--- src/design/hsvrgb_pkg.sv ---
// Shared constants and types for the HSV to RGB converter.
// No dependencies; used by hsvrgb_chan and hsv_to_rgb_converter.
package hsvrgb_pkg;

   localparam int HUE_W   = 16;   // hue port, 1/16 degree, signed
   localparam int SV_W    = 18;   // saturation / value ports, Q1.16 signed
   localparam int UNIT_W  = 17;   // clamped 0..65536
   localparam int BYTE_W  = 8;
   localparam int WRAP_W  = 17;   // biased hue, 0..67327
   localparam int QUO_W   = 7;    // biased hue / 960, 0..70
   localparam int FRAC_W  = 10;   // position in sector, 0..959
   localparam int K_W     = 11;   // ramp weight, 0..960
   localparam int C32_W   = 33;   // s*v, up to 2^32
   localparam int CH_W    = 42;   // channel at scale 960*2^32
   localparam int ACC_W   = 50;   // 255*channel plus rounding half
   localparam int T_W     = 18;   // rounded sum shifted down by 2^32

   localparam logic [UNIT_W-1:0] Q_ONE       = 17'd65536;
   localparam logic [WRAP_W-1:0] HUE_BIAS    = 17'd34560;  // 6 * 5760
   localparam logic [K_W-1:0]    HUE_SECTOR  = 11'd960;
   localparam logic [12:0]       RECIP15     = 13'd4370;   // ~ 2^16 / 15, exact here
   localparam logic [7:0]        RECIP6      = 8'd171;     // ~ 2^10 / 6, exact here
   localparam logic [CH_W-1:0]   CH_MAX      = 42'h3C000000000; // 960 << 32
   localparam logic [ACC_W-1:0]  ROUND_HALF  = 50'h1E000000000; // 480 << 32

   // 60 degree hue sectors
   typedef enum logic [2:0] {
      SEC_RED_YEL = 3'd0,
      SEC_YEL_GRN = 3'd1,
      SEC_GRN_CYN = 3'd2,
      SEC_CYN_BLU = 3'd3,
      SEC_BLU_MAG = 3'd4,
      SEC_MAG_RED = 3'd5
   } sector_type;

endpackage

--- src/design/hsvrgb_chan.sv ---
// One output channel: clamp, scale by 255 with round-half-up, divide by 960*2^32.
// Two register stages. Uses hsvrgb_pkg.
module hsvrgb_chan (
   input  logic                           clock,
   input  logic [hsvrgb_pkg::CH_W-1:0]    chan,
   output logic [hsvrgb_pkg::BYTE_W-1:0]  chan_byte
);

   logic [hsvrgb_pkg::CH_W-1:0]   clamped;
   logic [hsvrgb_pkg::ACC_W-1:0]  acc;
   logic [hsvrgb_pkg::T_W-1:0]    t_in, t_ff;
   logic [24:0]                   prod;
   logic [hsvrgb_pkg::BYTE_W-1:0] byte_in, byte_ff;

   // 255*N + 480*2^32, then drop the 2^32 scale
   always_comb begin
      clamped = (chan > hsvrgb_pkg::CH_MAX) ? hsvrgb_pkg::CH_MAX : chan;
      acc     = {clamped, 8'd0} - {8'd0, clamped} + hsvrgb_pkg::ROUND_HALF;
      t_in    = acc[hsvrgb_pkg::ACC_W-1:32];
   end

   // floor(t / 960) = floor(floor(t / 64) / 15)
   always_comb begin
      prod    = {1'b0, t_ff[hsvrgb_pkg::T_W-1:6]} * {12'd0, hsvrgb_pkg::RECIP15};
      byte_in = prod[23:16];
   end

   always_ff @(posedge clock) begin
      t_ff    <= t_in;
      byte_ff <= byte_in;
   end

   assign chan_byte = byte_ff;

endmodule

--- src/design/hsv_to_rgb_converter.sv ---
// HSV to 8-bit RGB converter, top level: hue wrap, chroma, sector mapping.
// Uses hsvrgb_pkg and three hsvrgb_chan instances.
//
// One color per transfer, one result per transfer, one transfer per clock.
// A color taken when start is high and busy is low comes out on the rsp_
// ports with rsp_valid high once it has passed through the six stages:
// hue wrap and clamping, chroma multiply and sector decode, ramp multiply,
// channel select and offset add, then two stages per channel for the x255
// scaling with round-half-up and the divide by 960. The pipeline never stalls
// since results cannot be held off, so busy is low except during reset.
// Hue is in 1/16 degree and wraps modulo 360 degrees, negatives included;
// saturation and value are Q1.16 and clamped to 0..1.
module hsv_to_rgb_converter (
   input  logic                                  clock,
   input  logic                                  reset,
   input  logic                                  start,
   output logic                                  busy,
   input  logic signed [hsvrgb_pkg::HUE_W-1:0]   req_hue,
   input  logic signed [hsvrgb_pkg::SV_W-1:0]    req_saturation,
   input  logic signed [hsvrgb_pkg::SV_W-1:0]    req_brightness,
   output logic                                  rsp_valid,
   output logic [hsvrgb_pkg::BYTE_W-1:0]         rsp_red,
   output logic [hsvrgb_pkg::BYTE_W-1:0]         rsp_green,
   output logic [hsvrgb_pkg::BYTE_W-1:0]         rsp_blue
);

   localparam int DEPTH = 6;

   // valid bits travel alongside the data
   logic [DEPTH-1:0] valid_in, valid_ff;

   // ---- stage 1: clamp s, v; bias hue positive; coarse quotient by 960
   logic [hsvrgb_pkg::UNIT_W-1:0] s1_sat_in, s1_sat_ff, s1_val_in, s1_val_ff;
   logic [hsvrgb_pkg::WRAP_W-1:0] s1_hue_in, s1_hue_ff;
   logic [hsvrgb_pkg::QUO_W-1:0]  s1_quo_in, s1_quo_ff;
   logic [17:0]                   hue_sum;
   logic [23:0]                   quo_prod;

   // ---- stage 2: sector, ramp weight, chroma
   logic [hsvrgb_pkg::K_W-1:0]     s2_k_in, s2_k_ff;
   hsvrgb_pkg::sector_type         s2_sec_in, s2_sec_ff;
   logic [hsvrgb_pkg::C32_W-1:0]   s2_c32_in, s2_c32_ff;
   logic [hsvrgb_pkg::UNIT_W-1:0]  s2_val_ff;
   logic [hsvrgb_pkg::WRAP_W-1:0]  quo_x960;
   logic [hsvrgb_pkg::FRAC_W-1:0]  frac;
   logic [14:0]                    six_prod;
   logic [3:0]                     quo6;
   logic [hsvrgb_pkg::QUO_W-1:0]   sec_raw;
   logic [33:0]                    sv_prod;

   // ---- stage 3: full chroma, ramp component, offset
   logic [hsvrgb_pkg::CH_W-1:0]    s3_cc_in, s3_cc_ff, s3_xx_in, s3_xx_ff, s3_mm_in, s3_mm_ff;
   hsvrgb_pkg::sector_type         s3_sec_ff;
   logic [43:0]                    xk_prod;
   logic [hsvrgb_pkg::C32_W-1:0]   offs;

   // ---- stage 4: per-channel select plus offset
   logic [hsvrgb_pkg::CH_W-1:0]    s4_r_in, s4_r_ff, s4_g_in, s4_g_ff, s4_b_in, s4_b_ff;
   logic [hsvrgb_pkg::CH_W-1:0]    sel_r, sel_g, sel_b;

   assign busy = reset;

   always_comb begin
      valid_in = {valid_ff[DEPTH-2:0], start & ~busy};
   end

   // stage 1
   always_comb begin
      // 6*360 degrees of bias makes every hue non-negative
      hue_sum   = {{2{req_hue[hsvrgb_pkg::HUE_W-1]}}, req_hue} + {1'b0, hsvrgb_pkg::HUE_BIAS};
      s1_hue_in = hue_sum[hsvrgb_pkg::WRAP_W-1:0];
      // /960 = /64 then /15 by reciprocal
      quo_prod  = s1_hue_in[hsvrgb_pkg::WRAP_W-1:6] * {11'd0, hsvrgb_pkg::RECIP15};
      s1_quo_in = quo_prod[22:16];

      if (req_saturation < 0) begin
         s1_sat_in = '0;
      end else if (req_saturation > $signed({1'b0, hsvrgb_pkg::Q_ONE})) begin
         s1_sat_in = hsvrgb_pkg::Q_ONE;
      end else begin
         s1_sat_in = req_saturation[hsvrgb_pkg::UNIT_W-1:0];
      end

      if (req_brightness < 0) begin
         s1_val_in = '0;
      end else if (req_brightness > $signed({1'b0, hsvrgb_pkg::Q_ONE})) begin
         s1_val_in = hsvrgb_pkg::Q_ONE;
      end else begin
         s1_val_in = req_brightness[hsvrgb_pkg::UNIT_W-1:0];
      end
   end

   // stage 2
   always_comb begin
      quo_x960  = {s1_quo_ff, 10'd0} - {4'd0, s1_quo_ff, 6'd0};
      frac      = s1_hue_ff[hsvrgb_pkg::FRAC_W-1:0] - quo_x960[hsvrgb_pkg::FRAC_W-1:0];
      // quotient mod 6 gives the sector
      six_prod  = s1_quo_ff * {7'd0, hsvrgb_pkg::RECIP6};
      quo6      = six_prod[13:10];
      sec_raw   = s1_quo_ff - ({1'b0, quo6, 2'd0} + {2'd0, quo6, 1'b0});
      s2_sec_in = hsvrgb_pkg::sector_type'(sec_raw[2:0]);
      // falling ramp in odd sectors
      s2_k_in   = sec_raw[0] ? (hsvrgb_pkg::HUE_SECTOR - {1'b0, frac}) : {1'b0, frac};
      sv_prod   = s1_sat_ff * s1_val_ff;
      s2_c32_in = sv_prod[hsvrgb_pkg::C32_W-1:0];
   end

   // stage 3
   always_comb begin
      xk_prod  = s2_c32_ff * s2_k_ff;
      s3_xx_in = xk_prod[hsvrgb_pkg::CH_W-1:0];
      s3_cc_in = {s2_c32_ff, 9'd0} + {s2_c32_ff, 9'd0} - {3'd0, s2_c32_ff, 6'd0};
      offs     = {s2_val_ff[15:0] & 16'd0, 17'd0} + {s2_val_ff, 16'd0} - s2_c32_ff;
      s3_mm_in = {offs, 9'd0} + {offs, 9'd0} - {3'd0, offs, 6'd0};
   end

   // stage 4
   always_comb begin
      unique case (s3_sec_ff)
         hsvrgb_pkg::SEC_RED_YEL: begin
            sel_r = s3_cc_ff; sel_g = s3_xx_ff; sel_b = '0;
         end
         hsvrgb_pkg::SEC_YEL_GRN: begin
            sel_r = s3_xx_ff; sel_g = s3_cc_ff; sel_b = '0;
         end
         hsvrgb_pkg::SEC_GRN_CYN: begin
            sel_r = '0; sel_g = s3_cc_ff; sel_b = s3_xx_ff;
         end
         hsvrgb_pkg::SEC_CYN_BLU: begin
            sel_r = '0; sel_g = s3_xx_ff; sel_b = s3_cc_ff;
         end
         hsvrgb_pkg::SEC_BLU_MAG: begin
            sel_r = s3_xx_ff; sel_g = '0; sel_b = s3_cc_ff;
         end
         default: begin
            sel_r = s3_cc_ff; sel_g = '0; sel_b = s3_xx_ff;
         end
      endcase
      s4_r_in = sel_r + s3_mm_ff;
      s4_g_in = sel_g + s3_mm_ff;
      s4_b_in = sel_b + s3_mm_ff;
   end

   always_ff @(posedge clock) begin
      if (reset) begin
         valid_ff <= '0;
      end else begin
         valid_ff <= valid_in;
      end
   end

   always_ff @(posedge clock) begin
      s1_sat_ff <= s1_sat_in;
      s1_val_ff <= s1_val_in;
      s1_hue_ff <= s1_hue_in;
      s1_quo_ff <= s1_quo_in;
      s2_k_ff   <= s2_k_in;
      s2_sec_ff <= s2_sec_in;
      s2_c32_ff <= s2_c32_in;
      s2_val_ff <= s1_val_ff;
      s3_cc_ff  <= s3_cc_in;
      s3_xx_ff  <= s3_xx_in;
      s3_mm_ff  <= s3_mm_in;
      s3_sec_ff <= s2_sec_ff;
      s4_r_ff   <= s4_r_in;
      s4_g_ff   <= s4_g_in;
      s4_b_ff   <= s4_b_in;
   end

   // stages 5 and 6 live in the channel quantizers
   hsvrgb_chan u_chan_red (
      .clock     (clock),
      .chan      (s4_r_ff),
      .chan_byte (rsp_red)
   );

   hsvrgb_chan u_chan_green (
      .clock     (clock),
      .chan      (s4_g_ff),
      .chan_byte (rsp_green)
   );

   hsvrgb_chan u_chan_blue (
      .clock     (clock),
      .chan      (s4_b_ff),
      .chan_byte (rsp_blue)
   );

   assign rsp_valid = valid_ff[DEPTH-1];

endmodule

--- config.mk ---
export PLATFORM = sky130hd
export DESIGN_NAME = hsv_to_rgb_converter
export DESIGN_NICKNAME = d
export VERILOG_FILES = /design/src/design/hsvrgb_pkg.sv /design/src/design/hsvrgb_chan.sv /design/src/design/hsv_to_rgb_converter.sv
export SDC_FILE = /design/constraint.sdc
export NUM_CORES = 2
export LEC_CHECK = 0
export ABC_AREA = 0
export BUFFER_PORTS_ARGS = -buffer_cell sky130_fd_sc_hd__buf_4
export CORE_ASPECT_RATIO = 1.4
export CORE_MARGIN = 10
export CORE_UTILIZATION = 35
export CTS_BUF_LIST = sky130_fd_sc_hd__clkbuf_4 sky130_fd_sc_hd__clkbuf_8 sky130_fd_sc_hd__clkbuf_16
export DETAILED_ROUTE_END_ITERATION = 6
export SETUP_SLACK_MARGIN = 0.4
export SLEW_MARGIN = 20
export SYNTH_ARGS = -nofsm -noshare
export SYNTH_HDL_FRONTEND = slang
export SYNTH_SLANG_ARGS = --single-unit
--- constraint.sdc ---
create_clock -name clock -period 6.5 [get_ports clock]
set_input_delay 1.3 -clock clock [delete_from_list [all_inputs] [get_ports clock]]
set_output_delay 1.3 -clock clock [all_outputs]
set_load 0.02 [all_outputs]
[After elaboration in Yosys (flattened, before gate mapping)]
Index checks and enable logic that the tools add are counted.
Word-level totals
  word-level logic and storage cells: 83
  input bits: 55
  output and inout port bits: 26
  register bits after elaboration: 454
Cells by class
  equality and inequality tests: 4
  reductions and logical operators: 9
  multipliers: 7
  magnitude comparators: 7
  muxes and demuxes: 9
  add/subtract/negate cells: 20
  bitwise operators: 2
Operator list (count)
  42-bit case mux with 2 select lines: 3
  42-bit adder: 5
  50-bit by 41-bit adder with 50-bit output, second input constant: 3
  50-bit by 42-bit subtractor with 50-bit output: 3
  42-bit > comparator, second input constant: 3
  42-bit 2-to-1 mux: 3
  42-bit by 39-bit subtractor with 42-bit output: 2
  12-bit by 12-bit multiplier with 23-bit output, second input constant: 3
  33-bit by 11-bit multiplier with 42-bit output: 1
  18-bit > comparator, second input constant: 2
  18-bit by 1-bit < comparator with 1-bit output, second input constant: 2
  17-bit 2-to-1 mux: 2
  17-bit by 17-bit multiplier with 33-bit output: 1
  33-bit subtractor: 1
  11-bit by 12-bit multiplier with 22-bit output, second input constant: 1
  16-bit by 17-bit adder with 17-bit output, second input constant: 1
  2-bit OR reduction: 8
  7-bit by 8-bit multiplier with 12-bit output, second input constant: 1
  10-bit by 10-bit subtractor with 11-bit output, first input constant: 1
  10-bit 2-to-1 mux: 1
  1-bit by 10-bit subtractor with 10-bit output, first input constant: 1
  10-bit subtractor: 1
  3-bit by 2-bit equality test with 1-bit output, second input constant: 2
  3-bit adder: 1
  other kinds (6): 6

[Longest topological paths before layout]
  depth in word-level cells: 4
  gate-level depth with buffers: 26
  depth with buffers taken out: 24

[Cells and area by module]
From an unflattened synthesis, not the netlist that was laid out.
Second synthesis, totals
  cells, all modules: 6083
  area total of the unflattened synthesis: 53381.2 µm²
Modules (own cells, without submodules)
  hsv_to_rgb_converter: area an instance 40635.2 µm², times used 1, cells each 4546, sequential area each 7267.0 µm²
  hsvrgb_chan (u_chan_blue ...): area an instance 4354.2 µm², times used 2, cells each 530, sequential area each 400.4 µm²
  hsvrgb_chan (u_chan_red): area an instance 4037.6 µm², times used 1, cells each 477, sequential area each 400.4 µm²

[Worst setup path after synthesis]
No wires, ideal clock.
  kind: reg2reg
  start: register s1_val_ff[2] (netlist bit)
  end: register s2_c32_ff[31] (netlist bit)
  slack: 0.283 ns
  clock period less this slack: 6.217 ns
  setup time: 0.072 ns
  buffers on the path: 1
  required time: 6.428 ns
  data arrival time: 6.145 ns
  stages on the path, launching flop included: 22
  cell sequence: dfxtp_1 > clkbuf_1 > nand2_1 > fa_1 > fa_1 > fa_1 > inv_1 > fa_1 > fa_1 > inv_1 > fa_1 > inv_1 > ha_1 > o21a_1 > o21a_1 > o21ai_0 > nor2b_1 > nor3_1 > o41ai_1 > o311ai_1 > o31ai_1 > xnor2_1
Between the ends
  word-level cells in the longest chain between the ends: 1
RTL lines
  start, declared: line hsv_to_rgb_converter.sv:33  | logic [hsvrgb_pkg::UNIT_W-1:0] s1_sat_in, s1_sat_ff, s1_val_in, s1_val_ff;
  start signal, assigned: line hsv_to_rgb_converter.sv:154  | s1_val_ff <= s1_val_in;
  17-bit by 17-bit multiplier with 33-bit output: line hsv_to_rgb_converter.sv:104  | sv_prod = s1_sat_ff * s1_val_ff;
  via sv_prod[31]: line hsv_to_rgb_converter.sv:49  | logic [33:0] sv_prod;
  end signal, assigned: line hsv_to_rgb_converter.sv:159  | s2_c32_ff <= s2_c32_in;
  end, declared: line hsv_to_rgb_converter.sv:42  | logic [hsvrgb_pkg::C32_W-1:0] s2_c32_in, s2_c32_ff;
The timed path passes the listed nets, and every way through them passes these cells.
A chain may end at the register's enable or synchronous reset.

[Worst setup path in the final report]
  start: register s2_k_ff[2] (netlist bit)
  end: register s3_xx_ff[35] (netlist bit)
Between the ends
  word-level cells in the longest chain between the ends: 1
RTL lines
  start, declared: line hsv_to_rgb_converter.sv:40  | logic [hsvrgb_pkg::K_W-1:0] s2_k_in, s2_k_ff;
  start signal, assigned: line hsv_to_rgb_converter.sv:157  | s2_k_ff <= s2_k_in;
  33-bit by 11-bit multiplier with 42-bit output: line hsv_to_rgb_converter.sv:110  | xk_prod = s2_c32_ff * s2_k_ff;
  via xk_prod[35]: line hsv_to_rgb_converter.sv:54  | logic [43:0] xk_prod;
  end signal, assigned: line hsv_to_rgb_converter.sv:162  | s3_xx_ff <= s3_xx_in;
  end, declared: line hsv_to_rgb_converter.sv:52  | logic [hsvrgb_pkg::CH_W-1:0] s3_cc_in, s3_cc_ff, s3_xx_in, s3_xx_ff, s3_mm_in, s3_mm_ff;
The timed path passes the listed nets, and every way through them passes these cells.

==> run summary <==
The multi-input combinational cell area was 38,900 sq um. The logs give 167 MHz for the maximum frequency from static timing analysis and 144,000 sq um for the total core area. Routability-driven placement finished with a final weighted congestion of 0.939. In the post-synthesis netlist, the biggest area contributors are fa_1, ha_1, dfxtp_1. The run gives 0 as the total count of hold-check failures in the final report. Data on the critical path is required at its endpoint by 7.05 ns.

Setup repair after global routing could not meet its margin everywhere. The initial antenna violation count is 6. Clock latency on the worst-skew pair, taken at its later pin, is 0.66 ns.

The setup TNS came out at 0 ns. Across the run, the number of max-cap violations was 0. The length in cells of the worst reg-to-reg path was 21; the register bit total from synthesis was 423. The via count of the first global-routing pass came out at 42,300. The first global-routing pass estimated 225 mm of wire.

ha_1 is the most common cell in the netlist. The dominant delay contributor by cell family on the critical path is adder cells. The most numerous cell type found on the critical path is fa_1. Entering global routing, the biggest net connects 68 pins. For this run, global-route usage on met3 was measured as 1.68%.

Buffers placed on the I/O ports in this run total 80. Among all flip-flop cells after synthesis, the most frequent one is dfxtp_1. The worst setup path is captured at a flop. The category of the worst setup path launch point is a flop. The shortest clock period the worst path allows after layout is 5.99 ns, and the proportion of synthesized chip area in sequential cells is 16.7%. Global routing consumed, over all layers together, 17.4% of the routing resources. The run finished with clean final reports.

The die covers 161,000 sq um. Clock skew on the completed layout was measured at 0.0136 ns. fa_1 takes more of the synthesized area than any other cell. The logs give 0 for the hold buffer count at cts and 5,704 for the instance count of the mapped netlist. On the critical path, the stage with the largest delay is an instance of fa_1.

In this run the worst path has a maximum fanout of 7. Walking the worst path, the cells encountered are buf_6 -> nand2_1 -> fa_1 -> fa_1 -> inv_1 -> fa_1 -> fa_1 -> fa_1 -> ha_2 -> a21o_1 -> a21o_1 -> a21o_1 -> a21oi_4 -> o21a_1 -> a311oi_4 -> buf_6 -> a311oi_4 -> buf_4 -> o31ai_4 -> mux2i_1 -> a2111oi_2. Data arrives at the worst endpoint at 6.54 ns. In this run the most used layer during global routing was met2. The tools report the clock root buffer master as clkbuf_16.

During synthesis, Yosys emitted a total of 0 warnings. The number of nets with antenna violations after detailed routing came out at 0. After global routing the overflow that remains totals 0. The vias per cell works out to 5.06.

The routed length per instance works out to 18.2 um. CTS built an H-tree with a depth of 2. Yosys mapped the design onto 80 distinct sky130hd cell types. 81 I/O pins were placed. After the first detailed-routing iteration, the DRC count stood at 1,697. The final-report setup violation count is 0, and the synthesized cell area is 50,800 sq um. Counting the fill cells in the layout gives 14,400. From left edge to right edge, the die measures 342 um.

The mean area per synthesized cell is 8.90 sq um, and the fraction of registers with async set or reset after synthesis is 0%. The post-route fraction of the period consumed by the critical path came out at 92.1%. The total nets after synthesis was 7,144.

After detailed routing, the number of remaining DRC violations is 0. Global routing consumed, on the met1 layer, 17.6% of the routing resources. The clock-pin transition on the worst setup and hold timing paths is 0.06 ns. Class of the tightest hold or removal check: flop to flop. The run gives 165 as the number of rows created at floorplan. The critical path crosses 21 cells after its start point. The post-detailed-placement half-perimeter wirelength was 120 mm. Counting instances in the post-synthesis netlist gives the leading cell types as ha_1, inv_1, nand2_1. Cells with a size suffix above 1 make up 7.38% of the layout.

The number of nets in the layout was 7,240. The type of the worst setup path is flop to flop. The number of max-slew violations in the final report was 0; the first-pass iteration count of the detailed router was 6. The number of sinks on the clock net was 423. The met2 global-route usage is 34.1%. Counting along the longest clock path gives a buffer depth of 3.

The count of cells along the worst hold path is 0. Largest stage delay on the critical path: 0.55 ns. At the pin with the least slew margin, the transition time is 1.02 ns. For this configuration, the core starts out at a cell density of 35.2%. The number of buffers and inverters on the critical path was 4; the total area of sequential cells was 8580 sq um. Measured along the y axis, the die boundary spans 471 um.

TritonCTS built the clock tree. The count of flip-flops with a built-in enable after synthesis was 0; the relative slew slack was 31.7%. The via total after detailed routing is 39,400. The run gives 52 as the total clock buffers created by CTS. Relative area change from synthesis to final layout: 11.4%. The tools report the total wire length after detailed routing as 141 mm. Summed over its instances, the top area cell type makes up 21.4% of the synthesized netlist area.
-- layout make-up --
cell class / instances / share of cell area (%)
Multi-Input combinational cell: 4288 / 68.7
Sequential cell: 423 / 15.2
Inverter: 827 / 5.49
Tap cell: 1920 / 4.25
Timing Repair Buffer: 208 / 3.05
Clock buffer: 62 / 2.53
Clock inverter: 34 / 0.730
Antenna cell: 16 / 0.0708
-- cell usage in the layout, fill, tap and decap left out, types with 10 or more instances in the layout --
| cell | netlist | final |
|---|---|---|
| dfxtp_2 | 0 | 24 |
| nor2_1 | 181 | 179 |
| a21boi_0 | 15 | 14 |
| buf_6 | 1 | 13 |
| and2_1 | 319 | 319 |
| a211o_1 | 11 | 11 |
| o21a_1 | 42 | 42 |
| xor2_1 | 109 | 108 |
| nor2b_1 | 50 | 48 |
| a31o_2 | 13 | 13 |
| nand3_1 | 52 | 52 |
| a21oi_1 | 240 | 234 |
| a22o_1 | 70 | 70 |
| a2111oi_0 | 10 | 10 |
| fa_1 | 543 | 542 |
| a31oi_1 | 25 | 24 |
| nor3_1 | 57 | 55 |
| o211ai_1 | 14 | 14 |
| nand4_1 | 38 | 38 |
| nand2_1 | 712 | 712 |
| o21ai_0 | 172 | 168 |
| o21bai_1 | 39 | 39 |
| and3_1 | 30 | 30 |
| dfxtp_1 | 423 | 376 |
| or3_1 | 15 | 15 |
| inv_1 | 827 | 827 |
| buf_4 | 1 | 186 |
| dfxtp_4 | 0 | 23 |
| o31ai_1 | 19 | 18 |
| a211oi_1 | 26 | 26 |
| ha_1 | 842 | 834 |
| nand2b_1 | 49 | 49 |
| a21o_1 | 184 | 184 |
| clkbuf_16 | 0 | 55 |
| or2_2 | 15 | 15 |
| nor4_1 | 39 | 38 |
| xnor2_1 | 223 | 223 |
| diode_2 | 0 | 16 |
-- kinds of logic after synthesis --
group	synth area share, %
simple gates	15.1
fa+ha+maj	42.2
buf+inv	7.37
compound gates	12.9
flops	16.7
xor+xnor	5.73
mux	0.0813
-- path summary, 6_finish.rpt --
kind / slack [ns] / to / start
min reg2reg: 0.41 / s3_sec_ff[0] / s2_sec_ff[0]
max: 0.51 / s3_xx_ff[35] / s2_k_ff[2]
min: 0.41 / s3_sec_ff[0] / s2_sec_ff[0]
max reg2reg: 0.51 / s3_xx_ff[35] / s2_k_ff[2]
-- registers in the layout, indices dropped and copies added (netlist names), 10 cells and up --
register / cells
s1_hue_ff: 10
s1_sat_ff: 17
s1_val_ff: 17
s2_c32_ff: 33
s2_k_ff: 11
s2_val_ff: 17
s3_cc_ff: 35
s3_mm_ff: 36
s3_xx_ff: 42
s4_b_ff: 42
s4_g_ff: 42
s4_r_ff: 42
u_chan_blue.t_ff: 12
u_chan_green.t_ff: 12
u_chan_red.t_ff: 12
-- repair_timing --
action                                  in CTS  in global routing
buffers inserted                             1                  7
cloned                                       0                  2
pin swaps                                    4                  9
resized for setup                           41                 99
endpoints found under the setup margin      17                 17
-- per-layer routing --
metal,part of all wire [%],up-vias
met4,6.3,0
met1,36,19200
met2,55,801
met5,0,-
li1,-,19000
met3,3.1,325
-- metrics by stage --
step | setup slack [ns] | instances | util [%] | hold slack, ns | cell area, sq um
after floorplan | 0.450 | 5704 | - | 0.310 | 50800
after global placement | 0.206 | 7656 | 37.5 | 0.394 | 54100
after detailed placement | 0.0732 | 7656 | 37.5 | 0.396 | 54100
after CTS | 0.364 | 7753 | 38.8 | 0.413 | 56100
after global routing | 0.302 | 7775 | 39.2 | 0.416 | 56600
final | 0.510 | 7778 | 39.2 | 0.408 | 56600
Power is left out: the tool's default activity adds up to more than one toggle a clock period on the data nets, which glitch-free logic cannot reach.
